### src/sv/ssfs_pkg.sv
// ssfs_pkg: shared types, mode codes, segment tables and digit split constants
// for the seven-segment frame serializer; no dependencies
package ssfs_pkg;

    localparam int FRAME_BITS      = 32;
    localparam int BAR_LEDS        = 8;
    localparam int CNT_W           = $clog2(FRAME_BITS);
    localparam int QUEUE_DEPTH_DEF = 2;

    typedef logic [FRAME_BITS-1:0] frame_t;
    typedef logic [CNT_W-1:0]      bit_cnt_t;

    localparam logic [1:0] MODE_DIGITS = 2'd0;
    localparam logic [1:0] MODE_SINGLE = 2'd1;
    localparam logic [1:0] MODE_MASK   = 2'd2;
    localparam logic [1:0] MODE_IGNORE = 2'd3;

    localparam logic [1:0] DP_NONE = 2'd0;
    localparam logic [1:0] DP_D1   = 2'd1;
    localparam logic [1:0] DP_D2   = 2'd2;
    localparam logic [1:0] DP_D3   = 2'd3;

    localparam frame_t POINT_D1 = 32'h8000_0000;
    localparam frame_t POINT_D2 = 32'h0000_0800;
    localparam frame_t POINT_D3 = 32'h0000_8000;

    // reciprocal constants for value / 1000, r / 100 and t / 10
    localparam int DIV1000_MUL   = 4194;
    localparam int DIV1000_SHIFT = 22;
    localparam int DIV100_MUL    = 41;
    localparam int DIV100_SHIFT  = 12;
    localparam int DIV10_MUL     = 205;
    localparam int DIV10_SHIFT   = 11;

    typedef struct packed {
        logic [1:0] mode;
        logic [3:0] led_level;
        logic [1:0] decimal_point;
        logic [3:0] bar_index;
        logic [7:0] bar_mask;
    } ctl_t;

    function automatic logic [15:0] seg_outer(input logic [3:0] d);
        logic [15:0] s;
        case (d)
            4'd0:    s = 16'h7007;
            4'd1:    s = 16'h4001;
            4'd2:    s = 16'h300B;
            4'd3:    s = 16'h600B;
            4'd4:    s = 16'h400D;
            4'd5:    s = 16'h600E;
            4'd6:    s = 16'h700E;
            4'd7:    s = 16'h4003;
            4'd8:    s = 16'h700F;
            4'd9:    s = 16'h600F;
            default: s = 16'h0000;
        endcase
        return s;
    endfunction

    function automatic logic [15:0] seg_middle(input logic [3:0] d);
        logic [15:0] s;
        case (d)
            4'd0:    s = 16'h0770;
            4'd1:    s = 16'h0410;
            4'd2:    s = 16'h03B0;
            4'd3:    s = 16'h06B0;
            4'd4:    s = 16'h04D0;
            4'd5:    s = 16'h06E0;
            4'd6:    s = 16'h07E0;
            4'd7:    s = 16'h0430;
            4'd8:    s = 16'h07F0;
            4'd9:    s = 16'h06F0;
            default: s = 16'h0000;
        endcase
        return s;
    endfunction

    function automatic logic [15:0] bar_fill(input logic [3:0] lvl);
        logic [15:0] s;
        case (lvl)
            4'd0:    s = 16'h0000;
            4'd1:    s = 16'h0100;
            4'd2:    s = 16'h0300;
            4'd3:    s = 16'h0700;
            4'd4:    s = 16'h0F00;
            4'd5:    s = 16'h0F80;
            4'd6:    s = 16'h0FC0;
            4'd7:    s = 16'h0FE0;
            4'd8:    s = 16'h0FF0;
            default: s = 16'h0000;
        endcase
        return s;
    endfunction

    function automatic logic [15:0] bar_one(input logic [3:0] idx);
        logic [15:0] s;
        case (idx)
            4'd1:    s = 16'h0100;
            4'd2:    s = 16'h0200;
            4'd3:    s = 16'h0400;
            4'd4:    s = 16'h0800;
            4'd5:    s = 16'h0080;
            4'd6:    s = 16'h0040;
            4'd7:    s = 16'h0020;
            4'd8:    s = 16'h0010;
            default: s = 16'h0000;
        endcase
        return s;
    endfunction

    function automatic logic [15:0] bar_from_mask(input logic [7:0] mask);
        logic [15:0] s;
        s = 16'h0000;
        for (int k = 0; k < BAR_LEDS; k++) begin
            if (mask[k]) begin
                s = s | bar_one(4'(k + 1));
            end
        end
        return s;
    endfunction

    function automatic frame_t point_bits(input logic [1:0] dp);
        frame_t f;
        case (dp)
            DP_NONE: f = '0;
            DP_D1:   f = POINT_D1;
            DP_D2:   f = POINT_D2;
            DP_D3:   f = POINT_D3;
            default: f = '0;
        endcase
        return f;
    endfunction

endpackage

### src/sv/ssfs_if.sv
// ssfs interfaces: request channel, internal frame channel, serial bit channel
// depends on ssfs_pkg
interface ssfs_req_if import ssfs_pkg::*; ();
    logic        valid;
    logic        ready;
    logic [1:0]  mode;
    logic [15:0] value;
    logic [3:0]  led_level;
    logic [1:0]  decimal_point;
    logic [3:0]  bar_index;
    logic [7:0]  bar_mask;

    modport source (output valid, mode, value, led_level, decimal_point, bar_index,
                    bar_mask, input ready);
    modport sink   (input valid, mode, value, led_level, decimal_point, bar_index,
                    bar_mask, output ready);
endinterface

interface ssfs_frame_if import ssfs_pkg::*; ();
    logic   valid;
    logic   ready;
    frame_t frame;

    modport source (output valid, frame, input ready);
    modport sink   (input valid, frame, output ready);
endinterface

interface ssfs_bit_if import ssfs_pkg::*; ();
    logic valid;
    logic ready;
    logic serial_bit;
    logic last_bit;
    logic display_enable_n;

    modport source (output valid, serial_bit, last_bit, display_enable_n, input ready);
    modport sink   (input valid, serial_bit, last_bit, display_enable_n, output ready);
endinterface

### src/sv/ssfs_front.sv
// ssfs_front: accepts requests, splits value mod 1000 into digits over a short
// pipeline and assembles the 32-bit frame; depends on ssfs_pkg, ssfs_if
module ssfs_front import ssfs_pkg::*; (
    input  logic         clk,
    input  logic         rst_n,
    ssfs_req_if.sink     req,
    ssfs_frame_if.source frame_out
);

    logic        adv;

    logic        s1_valid_reg, s2_valid_reg, s3_valid_reg, s4_valid_reg;
    ctl_t        s1_ctl_reg, s2_ctl_reg, s3_ctl_reg;
    logic [15:0] s1_value_reg;
    logic [28:0] s1_prod_reg;
    logic [9:0]  s2_rem_reg;
    logic [3:0]  s3_hund_reg;
    logic [6:0]  s3_rem_reg;
    frame_t      s4_frame_reg;

    logic [28:0] prod_next;
    logic [6:0]  q0;
    logic [16:0] q0_k;
    logic [10:0] r0;
    logic [9:0]  rem_next;
    logic [15:0] h_prod;
    logic [3:0]  hund_next;
    logic [10:0] h_k;
    logic [6:0]  t_next;
    logic [14:0] t_prod;
    logic [3:0]  tens;
    logic [7:0]  tens_k;
    logic [3:0]  ones;
    frame_t      frame_next;
    ctl_t        ctl_in;

    assign adv             = !s4_valid_reg || frame_out.ready;
    assign req.ready       = adv;
    assign frame_out.valid = s4_valid_reg;
    assign frame_out.frame = s4_frame_reg;

    always_comb
    begin
        ctl_in.mode          = req.mode;
        ctl_in.led_level     = req.led_level;
        ctl_in.decimal_point = req.decimal_point;
        ctl_in.bar_index     = req.bar_index;
        ctl_in.bar_mask      = req.bar_mask;
    end

    // stage 1: reciprocal product for value / 1000
    assign prod_next = 29'(req.value) * 29'(DIV1000_MUL);

    // stage 2: remainder mod 1000 with one correction step
    always_comb
    begin
        q0   = s1_prod_reg[DIV1000_SHIFT +: 7];
        q0_k = 17'(q0) * 17'd1000;
        r0   = 11'({1'b0, s1_value_reg} - q0_k);
        if (r0 >= 11'd1000)
        begin
            rem_next = 10'(r0 - 11'd1000);
        end
        else
        begin
            rem_next = r0[9:0];
        end
    end

    // stage 3: hundreds digit and remainder mod 100
    always_comb
    begin
        h_prod    = 16'(s2_rem_reg) * 16'(DIV100_MUL);
        hund_next = h_prod[DIV100_SHIFT +: 4];
        h_k       = 11'(hund_next) * 11'd100;
        t_next    = 7'(11'(s2_rem_reg) - h_k);
    end

    // stage 4: tens and ones, table lookup and frame assembly
    always_comb
    begin
        t_prod = 15'(s3_rem_reg) * 15'(DIV10_MUL);
        tens   = t_prod[DIV10_SHIFT +: 4];
        tens_k = 8'(tens) * 8'd10;
        ones   = 4'(8'(s3_rem_reg) - tens_k);
        case (s3_ctl_reg.mode)
            MODE_DIGITS:
            begin
                frame_next = {seg_outer(s3_hund_reg), 16'h0000}
                           | {16'h0000, seg_middle(tens)}
                           | {16'h0000, seg_outer(ones)}
                           | point_bits(s3_ctl_reg.decimal_point)
                           | {bar_fill(s3_ctl_reg.led_level), 16'h0000};
            end
            MODE_SINGLE: frame_next = {bar_one(s3_ctl_reg.bar_index), 16'h0000};
            MODE_MASK:   frame_next = {bar_from_mask(s3_ctl_reg.bar_mask), 16'h0000};
            default:     frame_next = '0;
        endcase
    end

    always_ff @(posedge clk or negedge rst_n)
    begin
        if (!rst_n)
        begin
            s1_valid_reg <= 1'b0;
            s2_valid_reg <= 1'b0;
            s3_valid_reg <= 1'b0;
            s4_valid_reg <= 1'b0;
        end
        else if (adv)
        begin
            s1_valid_reg <= req.valid && (req.mode != MODE_IGNORE);
            s2_valid_reg <= s1_valid_reg;
            s3_valid_reg <= s2_valid_reg;
            s4_valid_reg <= s3_valid_reg;
        end
    end

    always_ff @(posedge clk)
    begin
        if (adv)
        begin
            s1_ctl_reg   <= ctl_in;
            s1_value_reg <= req.value;
            s1_prod_reg  <= prod_next;
            s2_ctl_reg   <= s1_ctl_reg;
            s2_rem_reg   <= rem_next;
            s3_ctl_reg   <= s2_ctl_reg;
            s3_hund_reg  <= hund_next;
            s3_rem_reg   <= t_next;
            s4_frame_reg <= frame_next;
        end
    end

endmodule

### src/sv/ssfs_queue.sv
// ssfs_queue: small frame queue between frame builder and serializer
// depends on ssfs_pkg, ssfs_if
module ssfs_queue import ssfs_pkg::*; #(
    parameter int DEPTH = QUEUE_DEPTH_DEF
) (
    input  logic         clk,
    input  logic         rst_n,
    ssfs_frame_if.sink   q_in,
    ssfs_frame_if.source q_out
);

    localparam int PTR_W = (DEPTH > 1) ? $clog2(DEPTH) : 1;
    localparam int CNT_QW = $clog2(DEPTH + 1);

    frame_t             entry_reg [DEPTH];
    logic [PTR_W-1:0]   wr_ptr_reg, rd_ptr_reg;
    logic [CNT_QW-1:0]  count_reg;
    logic               push, pop;

    assign q_in.ready  = (count_reg != CNT_QW'(DEPTH));
    assign q_out.valid = (count_reg != '0);
    assign q_out.frame = entry_reg[rd_ptr_reg];
    assign push        = q_in.valid && q_in.ready;
    assign pop         = q_out.valid && q_out.ready;

    always_ff @(posedge clk or negedge rst_n)
    begin
        if (!rst_n)
        begin
            wr_ptr_reg <= '0;
            rd_ptr_reg <= '0;
            count_reg  <= '0;
        end
        else
        begin
            if (push)
            begin
                wr_ptr_reg <= (wr_ptr_reg == PTR_W'(DEPTH - 1)) ? '0 : wr_ptr_reg + 1'b1;
            end
            if (pop)
            begin
                rd_ptr_reg <= (rd_ptr_reg == PTR_W'(DEPTH - 1)) ? '0 : rd_ptr_reg + 1'b1;
            end
            if (push && !pop)
            begin
                count_reg <= count_reg + 1'b1;
            end
            else if (pop && !push)
            begin
                count_reg <= count_reg - 1'b1;
            end
        end
    end

    always_ff @(posedge clk)
    begin
        if (push)
        begin
            entry_reg[wr_ptr_reg] <= q_in.frame;
        end
    end

endmodule

### src/sv/ssfs_serializer.sv
// ssfs_serializer: shifts each frame out lsb first, one bit per beat, and
// tracks the output enable; depends on ssfs_pkg, ssfs_if
module ssfs_serializer import ssfs_pkg::*; (
    input  logic       clk,
    input  logic       rst_n,
    ssfs_frame_if.sink frame_in,
    ssfs_bit_if.source bits
);

    logic     busy_reg;
    logic     enabled_reg;
    bit_cnt_t cnt_reg;
    frame_t   shift_reg;
    logic     is_last;
    logic     bit_done;
    logic     load;

    assign is_last       = (cnt_reg == CNT_W'(FRAME_BITS - 1));
    assign bit_done      = bits.valid && bits.ready;
    assign frame_in.ready = !busy_reg || (bit_done && is_last);
    assign load          = frame_in.valid && frame_in.ready;

    assign bits.valid            = busy_reg;
    assign bits.serial_bit       = shift_reg[0];
    assign bits.last_bit         = is_last;
    assign bits.display_enable_n = !enabled_reg;

    always_ff @(posedge clk or negedge rst_n)
    begin
        if (!rst_n)
        begin
            busy_reg    <= 1'b0;
            enabled_reg <= 1'b0;
            cnt_reg     <= '0;
        end
        else
        begin
            if (bit_done && is_last)
            begin
                enabled_reg <= 1'b1;
            end
            if (load)
            begin
                busy_reg <= 1'b1;
                cnt_reg  <= '0;
            end
            else if (bit_done)
            begin
                if (is_last)
                begin
                    busy_reg <= 1'b0;
                end
                cnt_reg <= cnt_reg + 1'b1;
            end
        end
    end

    always_ff @(posedge clk)
    begin
        if (load)
        begin
            shift_reg <= frame_in.frame;
        end
        else if (bit_done)
        begin
            shift_reg <= shift_reg >> 1;
        end
    end

endmodule

### src/sv/seven_segment_frame_serializer_core.sv
// seven_segment_frame_serializer_core: top level, frame builder, queue, serializer
// path: request beat through the four builder stages, the queue and the serializer shift register
// throughput: one bit beat per cycle while the receiver is ready, 32 bit beats per frame, set by the serializer
// the four-stage frame builder takes a request every cycle while the queue has room
// reset: async low, clears pipeline valids, queue and enable; enable_n high until first latch
// depends on ssfs_pkg, ssfs_if, ssfs_front, ssfs_queue, ssfs_serializer
module seven_segment_frame_serializer_core import ssfs_pkg::*; #(
    parameter int QUEUE_DEPTH = QUEUE_DEPTH_DEF
) (
    input  logic       clk,
    input  logic       rst_n,
    ssfs_req_if.sink   req,
    ssfs_bit_if.source bits
);

    ssfs_frame_if frame_built ();
    ssfs_frame_if frame_queued ();

    ssfs_front u_front (
        .clk       (clk),
        .rst_n     (rst_n),
        .req       (req),
        .frame_out (frame_built)
    );

    ssfs_queue #(
        .DEPTH (QUEUE_DEPTH)
    ) u_queue (
        .clk   (clk),
        .rst_n (rst_n),
        .q_in  (frame_built),
        .q_out (frame_queued)
    );

    ssfs_serializer u_serializer (
        .clk      (clk),
        .rst_n    (rst_n),
        .frame_in (frame_queued),
        .bits     (bits)
    );

endmodule

### src/flat_wrapper.sv
// flat-port wrapper written by rule: the top's interface ports become plain ports
module seven_segment_frame_serializer_core_flat import ssfs_pkg::*;
#(
    parameter int QUEUE_DEPTH = QUEUE_DEPTH_DEF
)
  (clk, rst_n, req_valid, req_mode, req_value, req_led_level, req_decimal_point, req_bar_index, req_bar_mask, req_ready, bits_valid, bits_serial_bit, bits_last_bit, bits_display_enable_n, bits_ready);
  ssfs_req_if req_i ();
  ssfs_bit_if bits_i ();
  input  logic clk;
  input  logic rst_n;
  input wire logic [$bits(req_i.valid)-1:0] req_valid;
  input wire logic [$bits(req_i.mode)-1:0] req_mode;
  input wire logic [$bits(req_i.value)-1:0] req_value;
  input wire logic [$bits(req_i.led_level)-1:0] req_led_level;
  input wire logic [$bits(req_i.decimal_point)-1:0] req_decimal_point;
  input wire logic [$bits(req_i.bar_index)-1:0] req_bar_index;
  input wire logic [$bits(req_i.bar_mask)-1:0] req_bar_mask;
  output wire logic [$bits(req_i.ready)-1:0] req_ready;
  output wire logic [$bits(bits_i.valid)-1:0] bits_valid;
  output wire logic [$bits(bits_i.serial_bit)-1:0] bits_serial_bit;
  output wire logic [$bits(bits_i.last_bit)-1:0] bits_last_bit;
  output wire logic [$bits(bits_i.display_enable_n)-1:0] bits_display_enable_n;
  input wire logic [$bits(bits_i.ready)-1:0] bits_ready;
  assign req_i.valid = req_valid;
  assign req_i.mode = req_mode;
  assign req_i.value = req_value;
  assign req_i.led_level = req_led_level;
  assign req_i.decimal_point = req_decimal_point;
  assign req_i.bar_index = req_bar_index;
  assign req_i.bar_mask = req_bar_mask;
  assign req_ready = req_i.ready;
  assign bits_valid = bits_i.valid;
  assign bits_serial_bit = bits_i.serial_bit;
  assign bits_last_bit = bits_i.last_bit;
  assign bits_display_enable_n = bits_i.display_enable_n;
  assign bits_i.ready = bits_ready;
  seven_segment_frame_serializer_core #(.QUEUE_DEPTH(QUEUE_DEPTH)) u_core (.clk(clk), .rst_n(rst_n), .req(req_i), .bits(bits_i));
endmodule
### config.mk
export PLATFORM = sky130hd
export DESIGN_NAME = seven_segment_frame_serializer_core_flat
export DESIGN_NICKNAME = d
export VERILOG_FILES = /design/src/sv/ssfs_pkg.sv /design/src/sv/ssfs_if.sv /design/src/sv/ssfs_front.sv /design/src/sv/ssfs_queue.sv /design/src/sv/ssfs_serializer.sv /design/src/sv/seven_segment_frame_serializer_core.sv /design/src/flat_wrapper.sv
export SDC_FILE = /design/constraint.sdc
export NUM_CORES = 1
export LEC_CHECK = 0
export BUFFER_PORTS_ARGS = -buffer_cell sky130_fd_sc_hd__clkbuf_2
export CORE_ASPECT_RATIO = 0.6
export CORE_MARGIN = 2
export CORE_UTILIZATION = 48
export CTS_CLUSTER_SIZE = 8
export DETAILED_ROUTE_END_ITERATION = 7
export PLACE_DENSITY = 0.74
export SLEW_MARGIN = 25
export SYNTH_ARGS = -nofsm -noshare
export SYNTH_HDL_FRONTEND = slang
export SYNTH_SLANG_ARGS = --single-unit
### constraint.sdc
create_clock -name clk -period 9.55 [get_ports clk]
set_clock_uncertainty 0.15 [all_clocks]
set_input_delay 1.91 -clock clk [delete_from_list [all_inputs] [get_ports clk]]
set_output_delay 1.91 -clock clk [all_outputs]
set_load 0.005 [all_outputs]
==> impl_results.md, run 1 <==
* Outcome: finished clean
* Die area at about 0.032 mm²
* Period Utilization, post-route at 0.6135
* Final min period at ~5.9 ns
* Post-CTS setup buffers at 0
* Row cnt at slightly below 50
* RR Startpoint: u_core.u_front.s3_rem_reg[4]$_DFFE_PN_
* CP delay by family, top: adder cells
* Post-synth EDFFs at 227
* WL/cell at 15.79 µm
* Sequential share of the synthesized area at 0.5283
* Clock sink total at 265
* Yosys cell types at 62
* Tightest Hold Check Type: reg2reg
* Worst-margin pin slew at 1.039 ns
* Crit path capture: u_core.u_front.frame_out.frame[3]$_DFFE_PN_
* Synth area leaders: edfxtp_1, ha_1, fa_1
* CP Class: reg2reg
* CP Data Arrival Time at 6.03 ns
* Setup TNS Final at 0 ns
* Quantity of gates resized following cts at 0
* Ratio of cells with drive above 1 in the final layout at 0.09501
* Hpwl dp at roughly 18,000 µm
* Total Wirelength at roughly 26,000 µm
* CP Depth at 18
* Synth Flop Type: edfxtp_1
* IO Pins at 45
* Area growth syn-to-layout at 12.86%
* CP max FO at 7
* Syn avg cell area at 12.70 µm²
* Die Span Y at around 140 µm
* Synthesized netlist cell count at 1,141
* Input/output buffers at 44
* Worst path bufs/invs at 3
* Crit Reg-Reg Endpoint: u_core.u_front.frame_out.frame[3]$_DFFE_PN_
* Pin count of the biggest net entering global routing at roughly 90
* Max reg flops at between 60 and 70
* Initial antenna violation count at 0
* Post-CTS Hold Fix Bufs at 0
* CP startpoint: u_core.u_front.s3_rem_reg[4]$_DFFE_PN_
* Initial Util at 0.4861
* TritonCTS buffer count at 39
* Slew Viols, Final at 0
* Reg clk slew, reported paths at 0.05 ns
* # fillers at about 2.5k
* FF+latch count, synth at 265
* Starting DRT DRC Count at 432
* R2R cell count at 18
* Drt first pass iters at 5
* Worst setup SP type: register
* Cell Area, Synth at 0.01449 mm²
* Number of vias per cell at roughly 5
* Via Count at 8,493
* Antenna cell count at 0
* Final Setup Violations at 0
* Die width at approximately 230 µm
* Clk_lat worst skew at 0.52 ns
* H-tree levels at 2
* DRC at 0
* Fin. Hold Viols at 0
* Worst R2R Setup Slack at 3.69 ns
* Yosys Warn Count at 0
* DRT antenna net count at 0
* CP max stage delay at 0.50 ns
* WP data required at just under 10 ns
* CTS tree: built
* Clock Path Buffers at 3
* Net count, final at 1,482
* Grt ovf at 0
* Peak Freq at 170.7 MHz
* Register area at 0.007654 mm²
* Syn_nets at 1,412
* Worst-path cell chain: ha_1 -> fa_1 -> ha_1 -> inv_1 -> fa_1 -> inv_1 -> ha_1 -> a21oi_1 -> a21oi_1 -> a211oi_2 -> xnor2_1 -> inv_1 -> fa_1 -> xor2_1 -> xnor2_1 -> xnor2_1 -> o21ai_0 -> nor3_1
* Multi-input gate area at 0.006148 mm²
* Yosys top cell by area: edfxtp_1
* Nature of the critical path endpoint: register
* Vias in the first global route at 8,748
* RSZ-0062 raised after global routing: false
* First-pass GRT wire length at 44,080 µm
* Area share of the largest cell type after synthesis at 0.4706
* Core Region at 0.02980 mm²
* Slowest-stage cell, CP: fa_1
* Max-slew headroom at 0.3074
* Max Cap Viol at 0
* Fraction of registers with async set or reset after synthesis at 0.05660
* Root buffer cell: clkbuf_16
* All-Layer GR Usage at 0.1716
* GPL Wtd Cong at approximately 0.88
cell usage after synthesis (4+ instances only):
cell type,number
o21a_1,5
a21o_1,9
o31ai_1,7
nor3_1,15
or3_1,4
nor2_1,74
nand2b_1,6
nand4_1,4
clkbuf_1,15
inv_1,162
dfxtp_1,23
a21oi_1,62
and3_1,6
xor2_1,19
nand3_1,12
o211ai_1,4
or2_2,4
ha_1,190
mux2i_1,50
nor2b_1,4
xnor2_1,28
nand2_1,45
o21ai_0,28
fa_1,41
dfrtp_1,15
a31oi_1,13
buf_1,6
nor3b_1,5
edfxtp_1,227
and2_1,8
a211oi_1,5
or4_1,5
metal layers:
| layer | vias to the layer above | wire length [µm] | part of all wire | GRT usage |
|---|---|---|---|---|
| li1 | 4197 | - | - | - |
| met1 | 4089 | 13490 | 0.52 | 0.2599 |
| met2 | 168 | 10860 | 0.42 | 0.2550 |
| met3 | 39 | 1314 | 0.050 | 0.03495 |
| met4 | 0 | 386 | 0.015 | 0.03956 |
| met5 | - | 0 | 0 | 0 |
worst reg2reg max path: stages, from the launching register on:
cell and delay (ns):
edfxtp_1 0.46, ha_1 0.38, fa_1 0.47, ha_1 0.30, inv_1 0.05, fa_1 0.50
inv_1 0.04, ha_1 0.30, a21oi_1 0.26, a21oi_1 0.16, a211oi_2 0.43, xnor2_1 0.37
inv_1 0.14, fa_1 0.43, xor2_1 0.16, xnor2_1 0.17, xnor2_1 0.42, o21ai_0 0.19
nor3_1 0.30
cell usage in the layout, fill, tap and decap left out, types with 14 or more instances in the layout:
cell type,netlist,layout
clkbuf_16,0,40
xor2_1,19,19
nor2_1,74,73
edfxtp_1,227,227
inv_1,162,162
nor3_1,15,15
xnor2_1,28,28
fa_1,41,41
dfxtp_1,23,23
ha_1,190,190
nand2_1,45,45
a21oi_1,62,61
clkbuf_2,0,44
mux2i_1,50,50
o21ai_0,28,28
dfrtp_1,15,14
clkbuf_1,15,29
metrics by stage:
step	instances	instance area (µm²)	util	setup slack, ns	hold slack (ns)
after floorplan	1141	14490	-	2.721	0.2503
after global placement	1578	15200	0.5102	3.350	0.2531
after detailed placement	1578	15200	0.5102	3.287	0.2545
after CTS	1650	16340	0.5485	3.668	0.2658
after global routing	1650	16350	0.5487	3.219	0.2678
final	1650	16350	0.5487	3.691	0.2648
cell type report:
type | count | area share
Clock buffer | 69 | 0.06789
Multi-Input combinational cell | 691 | 0.3761
Tap cell | 408 | 0.03123
Inverter | 163 | 0.03773
Timing Repair Buffer | 51 | 0.01691
Clock inverter | 3 | 0.001990
Sequential cell | 265 | 0.4682
cells by family (layout without fill, tap and decap cells):
family | Yosys count | after routing | synth area share
flops | 265 | 265 | 0.5283
fa+ha+maj | 231 | 231 | 0.2208
simple gates | 201 | 201 | 0.06625
buf+inv | 185 | 286 | 0.04820
compound gates | 156 | 156 | 0.06798
mux | 54 | 54 | 0.03783
xor+xnor | 49 | 49 | 0.03066
worst min-delay path by stage:
| stage | startpoint | to | slack (ns) | cells past startpoint |
|---|---|---|---|---|
| CTS | u_core.u_front.s2_ctl_reg[12]$_DFFE_PN_ | u_core.u_front.s3_ctl_reg[12]$_DFFE_PN_ | 0.27 | 0 |
| global placement | u_core.u_front.s1_ctl_reg[12]$_DFFE_PN_ | u_core.u_front.s2_ctl_reg[12]$_DFFE_PN_ | 0.25 | 0 |
| global route | u_core.u_front.s2_ctl_reg[13]$_DFFE_PN_ | u_core.u_front.s3_ctl_reg[13]$_DFFE_PN_ | 0.27 | 0 |
| floorplan | u_core.u_front.s1_ctl_reg[0]$_DFFE_PN_ | u_core.u_front.s2_ctl_reg[0]$_DFFE_PN_ | 0.25 | 0 |
| detailed placement | u_core.u_front.s1_ctl_reg[19]$_DFFE_PN_ | u_core.u_front.s2_ctl_reg[19]$_DFFE_PN_ | 0.25 | 0 |
| finish | u_core.u_front.s2_ctl_reg[13]$_DFFE_PN_ | u_core.u_front.s3_ctl_reg[13]$_DFFE_PN_ | 0.26 | 0 |
Power of run 1 is not shown: default switching activity piles up to over one toggle a cycle in this logic, so the estimate is an artifact.
==> run 2: changes to the inputs <==
--- a/config.mk
+++ b/config.mk
@@ -5,13 +5,14 @@
 export SDC_FILE = /design/constraint.sdc
 export NUM_CORES = 1
 export LEC_CHECK = 0
+export ABC_AREA = 1
 export BUFFER_PORTS_ARGS = -buffer_cell sky130_fd_sc_hd__clkbuf_2
 export CORE_ASPECT_RATIO = 0.6
 export CORE_MARGIN = 2
 export CORE_UTILIZATION = 48
 export CTS_CLUSTER_SIZE = 8
 export DETAILED_ROUTE_END_ITERATION = 7
-export PLACE_DENSITY = 0.74
+export PLACE_DENSITY = 0.77
 export SLEW_MARGIN = 25
 export SYNTH_ARGS = -nofsm -noshare
 export SYNTH_HDL_FRONTEND = slang
==> constraint.sdc (replaced) <==
create_clock -name clk -period 5.3 [get_ports clk]
set_clock_uncertainty 0.15 [all_clocks]
set_input_delay 1.06 -clock clk [delete_from_list [all_inputs] [get_ports clk]]
set_output_delay 1.06 -clock clk [all_outputs]
set_load 0.005 [all_outputs]
==> impl_results.md, run 2 <==
* Syn_nets at 1,661
* Yosys Warn Count at 0
* Area growth syn-to-layout at 12.69%
* Pin count of the biggest net entering global routing at 86
* Total Wirelength at 27,920 µm
* Clk_lat worst skew at 0.52 ns
* Nature of the critical path endpoint: register
* GPL Wtd Cong at ~0.87
* Worst path bufs/invs at 4
* DRC at 0
* Worst R2R Setup Slack at 0.31 ns
* CP delay by family, top: adder cells
* Root buffer cell: clkbuf_16
* Commonest non-fill, non-tap cell in the layout: nand2_1
* CTS tree: built
* Post-synth EDFFs at approximately 230
* Initial Util at 0.4858
* Sequential share of the synthesized area at 0.5076
* Worst-path cell chain: ha_1 -> inv_1 -> fa_1 -> inv_1 -> ha_1 -> ha_1 -> ha_1 -> a21oi_1 -> nor2_1 -> nor2_1 -> nand3_1 -> nand2_2 -> inv_1 -> ha_1 -> fa_1 -> xnor2_1 -> inv_1 -> nand3_4 -> nand3_4 -> nand2_2 -> nor2_1
* Synth Flop Type: edfxtp_1
* Grt ovf at 0
* Synthesized netlist cell count at 1,390
* Top post-synthesis cells by count: nand2_1, edfxtp_1, inv_1
* H-tree levels at 2
* Global Route met1 Usage at 0.2635
* RSZ-0062 raised after global routing: false
* Core Region at 0.03103 mm²
* CP max stage delay at 0.50 ns
* Die area at 0.03289 mm²
* TritonCTS buffer count at 39
* CP Class: reg2reg
* Global routing usage on met3 at 0.03658
* Non-Filler Instances at about 1.9k
* Slack of the critical path at about 0.3 ns
* WL/cell at 14.60 µm
* Clock Path Buffers at 3
* Area share of the largest cell type after synthesis at 0.4522
* CP max FO at 5
* Worst-margin pin slew at 0.8399 ns
* Tightest Hold Check Type: reg2reg
* Cell Area, Synth at 0.01507 mm²
* Die width at roughly 230 µm
* Outcome: finished clean
* Setup TNS Final at 0 ns
* Starting DRT DRC Count at around 800
* Ratio of cells with drive above 1 in the final layout at 0.09820
* Hpwl dp at 19,620 µm
* Commonest non-fill, non-tap cells in the layout: nand2_1, edfxtp_1, inv_1
* DRT antenna net count at 0
* FF+latch count, synth at 265
* Row cnt at 50
* Vias in the first global route at 9,419
* Initial antenna violation count at 0
* Max Cap Viol at 0
* Fraction of registers with async set or reset after synthesis at 0.05660
* Slew Viols, Final at 0
* Die Span Y at 141.3 µm
* Yosys top cell by area: edfxtp_1
* Final min period at 4.993 ns
* Via Count at 9,634
* First-pass GRT wire length at 46,640 µm
* Input/output buffers at 44
* Reg clk slew, reported paths at 0.05 ns
* Drt first pass iters at 6
* Syn avg cell area at 10.84 µm²
* Max reg flops at 64
* CP dominant cell by count: ha_1
* CP Data Arrival Time at ~5.1 ns
* Post-CTS Hold Fix Bufs at 0
* Max-slew headroom at 0.4382
* Peak Freq at 200.3 MHz
* GR peak layer: met2
* Final Setup Violations at 0
* Slowest-stage cell, CP: edfxtp_1
* Met2 GRT Util at 0.2668
* All-Layer GR Usage at 0.1763
* DP Cell Count at 1,839
* WP data required at between 5 and 6 ns
* Yosys cell types at 48
* Layout Utilization at 0.5475
* Dpl ws at between 0.09 and 0.1 ns
* Most frequent cell after synthesis: nand2_1
* Number of vias per cell at ~5.0
* Clock sink total at 265
* Worst setup SP type: register
* Antenna cell count at 0
* Net count, final at 1,738
* Period Utilization, post-route at 0.9420
* IO Pins at 45
* Synth area leaders: edfxtp_1, ha_1, nand2_1
* Fin. Hold Viols at 0
-- run 2: per-stage QoR --
stage / hold WS [ns] / instance area [µm²]
3_3_place_gp: 0.2517 / 15810
2_1_floorplan: 0.2503 / 15070
3_5_place_dp: 0.2545 / 15810
5_1_grt: 0.2674 / 16990
4_1_cts: 0.2656 / 16940
6_report: 0.2661 / 16990
-- run 2: path summary, 6_finish.rpt --
check,start,end,cells after the start
setup / recovery,u_core.u_front.s3_rem_reg[1]$_DFFE_PN_,u_core.u_front.frame_out.frame[0]$_DFFE_PN_,21
hold / removal,u_core.u_front.s2_ctl_reg[1]$_DFFE_PN_,u_core.u_front.s3_ctl_reg[1]$_DFFE_PN_,0
setup reg to reg,u_core.u_front.s3_rem_reg[1]$_DFFE_PN_,u_core.u_front.frame_out.frame[0]$_DFFE_PN_,21
hold reg to reg,u_core.u_front.s2_ctl_reg[1]$_DFFE_PN_,u_core.u_front.s3_ctl_reg[1]$_DFFE_PN_,0
max in group asynchronous,rst_n,u_core.u_queue.wr_ptr_reg$_DFFE_PN0P_,1
min in group asynchronous,rst_n,u_core.u_serializer.cnt_reg[3]$_DFFE_PN0P_,1
-- run 2: final cells by class --
cell class	instances	area (µm²)
clock buffers	68	1095
clock inverters	3	36.28
fillers	2568	14040
inverters	225	850.8
multi-input cells	883	6545
flip-flops and latches	265	7652
well taps	416	520.5
repair buffers	53	287.8
-- run 2: cell families after synthesis --
logic type / after synthesis / share of synthesized area
flops: 265 / 0.5076
mux: 4 / 0.002656
fa+ha+maj: 231 / 0.2122
compound gates: 137 / 0.05287
buf+inv: 242 / 0.06109
xor+xnor: 35 / 0.02307
simple gates: 476 / 0.1405
-- run 2: layer usage --
layer	up-vias	share of wire	wire length, µm
met4	0	0.011	311
met3	30	0.053	1486
li1	4865	-	-
met5	-	0	0
met1	4541	0.50	13990
met2	198	0.43	12140
-- run 2: what timing repair did --
item                                    CTS  global route
buffers inserted                          0             3
endpoints found under the setup margin    0             7
gates resized for setup                   0             4
Power of run 2 is left out for the same reason.
==> run 3: changes to the inputs <==
--- a/config.mk
+++ b/config.mk
@@ -10,6 +10,7 @@
 export CORE_ASPECT_RATIO = 0.6
 export CORE_MARGIN = 2
 export CORE_UTILIZATION = 48
+export CTS_BUF_LIST = sky130_fd_sc_hd__clkbuf_2
 export CTS_CLUSTER_SIZE = 8
 export DETAILED_ROUTE_END_ITERATION = 7
 export PLACE_DENSITY = 0.77
==> impl_results.md, run 3 (synthesis gave the netlist of run 2 again) <==
* Final min period at 5.006 ns
* Slew Viols, Final at 0
* Max-slew headroom at 0.4530
* Dpl ws at 0.09962 ns
* Input/output buffers at 44
* Peak Freq at ~200 MHz
* Initial Util at 0.4858
* CP Class: reg2reg
* IO Pins at 45
* WL/cell at 13.93 µm
* Ratio of cells with drive above 1 in the final layout at 0.1247
* Starting DRT DRC Count at 717
* Row cnt at 50
* CTS tree: built
* # fillers at 2,711
* Worst setup SP type: register
* WP data required at 5.76 ns
* Die Span Y at 141.3 µm
* Clock sink total at 265
* RSZ-0062 raised after global routing: false
* CP Data Arrival Time at 5.46 ns
* Nature of the critical path endpoint: register
* Tightest Hold Check Type: in2reg
* Slack of the critical path at roughly 0.29 ns
* Post-DP Area at approximately 0.016 mm²
* Layout Utilization at 0.5279
* TritonCTS buffer count at 56
* Number of vias per cell at 4.939
* Core Region at 0.03103 mm²
* Period Utilization, post-route at 0.9445
* Max reg flops at between 60 and 70
* Hpwl dp at 19,620 µm
* DRT antenna net count at 0
* Die area at 0.03289 mm²
* Worst-margin pin slew at 0.8178 ns
* Area growth syn-to-layout at 8.657%
* Via Count at 9,627
* Commonest non-fill, non-tap cells in the layout: nand2_1, edfxtp_1, inv_1
* Pin count of the biggest net entering global routing at 86
* GPL Wtd Cong at 0.8688
* Fin. Hold Viols at 0
* Net count, final at 1,757
* Final Setup Violations at 0
* Vias in the first global route at 9,445
* Clock Path Buffers at 3
* DRC at 0
* H-tree levels at 2
* Initial antenna violation count at 1
* Root buffer cell: clkbuf_2
* CP max FO at 5
* Commonest non-fill, non-tap cell in the layout: nand2_1
* Drt first pass iters at 5
* Final Cell Area at 0.01638 mm²
* Total Wirelength at 27,140 µm
* Setup TNS Final at 0 ns
* Max Cap Viol at 0
* First-pass GRT wire length at 45,710 µm
* Grt ovf at 0
* Outcome: finished clean
* Die width at 232.8 µm
* All-Layer GR Usage at 0.1732
* Reg clk slew, reported paths at 0.12 ns
* Clk_lat worst skew at 0.93 ns
==> run 3: final timing paths <==
kind,from,endpoint,slack (ns),cells after the start
max in group asynchronous,rst_n,u_core.u_front.s1_valid_reg$_DFFE_PN0N_,4.21,2
hold / removal,req_bar_mask[4],u_core.u_front.s1_ctl_reg[4]$_DFFE_PN_,0.21,1
setup reg to reg,u_core.u_front.s3_rem_reg[4]$_DFFE_PN_,u_core.u_front.frame_out.frame[14]$_DFFE_PN_,0.29,21
setup / recovery,u_core.u_front.s3_rem_reg[4]$_DFFE_PN_,u_core.u_front.frame_out.frame[14]$_DFFE_PN_,0.29,21
hold reg to reg,u_core.u_front.frame_out.frame[14]$_DFFE_PN_,u_core.u_queue.entry_reg[0][14]$_DFFE_PP_,0.24,0
min in group asynchronous,rst_n,u_core.u_serializer.cnt_reg[2]$_DFFE_PN0P_,0.44,2
==> run 3: layout make-up <==
| cell class | count | area (µm²) | share of cell area |
|---|---|---|---|
| Timing Repair Buffer | 55 | 305.3 | 0.01864 |
| Inverter | 225 | 850.8 | 0.05194 |
| Clock inverter | 25 | 107.6 | 0.006569 |
| Clock buffer | 79 | 395.4 | 0.02414 |
| Antenna cell | 1 | 2.502 | 0.0001528 |
| Multi-Input combinational cell | 883 | 6545 | 0.3996 |
| Tap cell | 416 | 520.5 | 0.03178 |
| Sequential cell | 265 | 7652 | 0.4672 |
==> run 3: what timing repair did <==
action	CTS	global route
buffers inserted	0	4
endpoints found under the setup margin	0	7
hold buffers	1	0
gates resized for setup	0	4
endpoints found under the hold margin	15	0
==> run 3: layer usage <==
layer	GRT usage	vias to the layer above	part of all wire
met1	0.2595	4487	0.51
met2	0.2572	188	0.43
met4	0.03922	0	0.011
li1	-	4923	-
met3	0.03879	29	0.051
met5	0	-	0
==> run 3: worst max-delay path, cell delays in order (launching register included) <==
cell      delay [ns]
edfxtp_1        0.49
ha_1            0.39
fa_1            0.47
ha_1            0.29
inv_1           0.05
fa_1            0.39
inv_1           0.08
ha_1            0.28
a21oi_1         0.20
nor2_1          0.06
nor2_1          0.14
nand3_1         0.15
nand2_2         0.16
inv_1           0.11
ha_1            0.21
fa_1            0.38
xnor2_1         0.28
inv_1           0.12
nand3_4         0.14
nand3_4         0.10
nand2_2         0.08
nor2_1          0.04
==> run 3: through the flow <==
stage / cells / hold slack [ns]
floorplan: 1390 / 0.2503
global placement: 1839 / 0.2517
detailed placement: 1839 / 0.2545
CTS: 1944 / 0.1177
global route: 1949 / 0.1097
finish: 1949 / 0.2100
Power of run 3 is left out for the same reason.
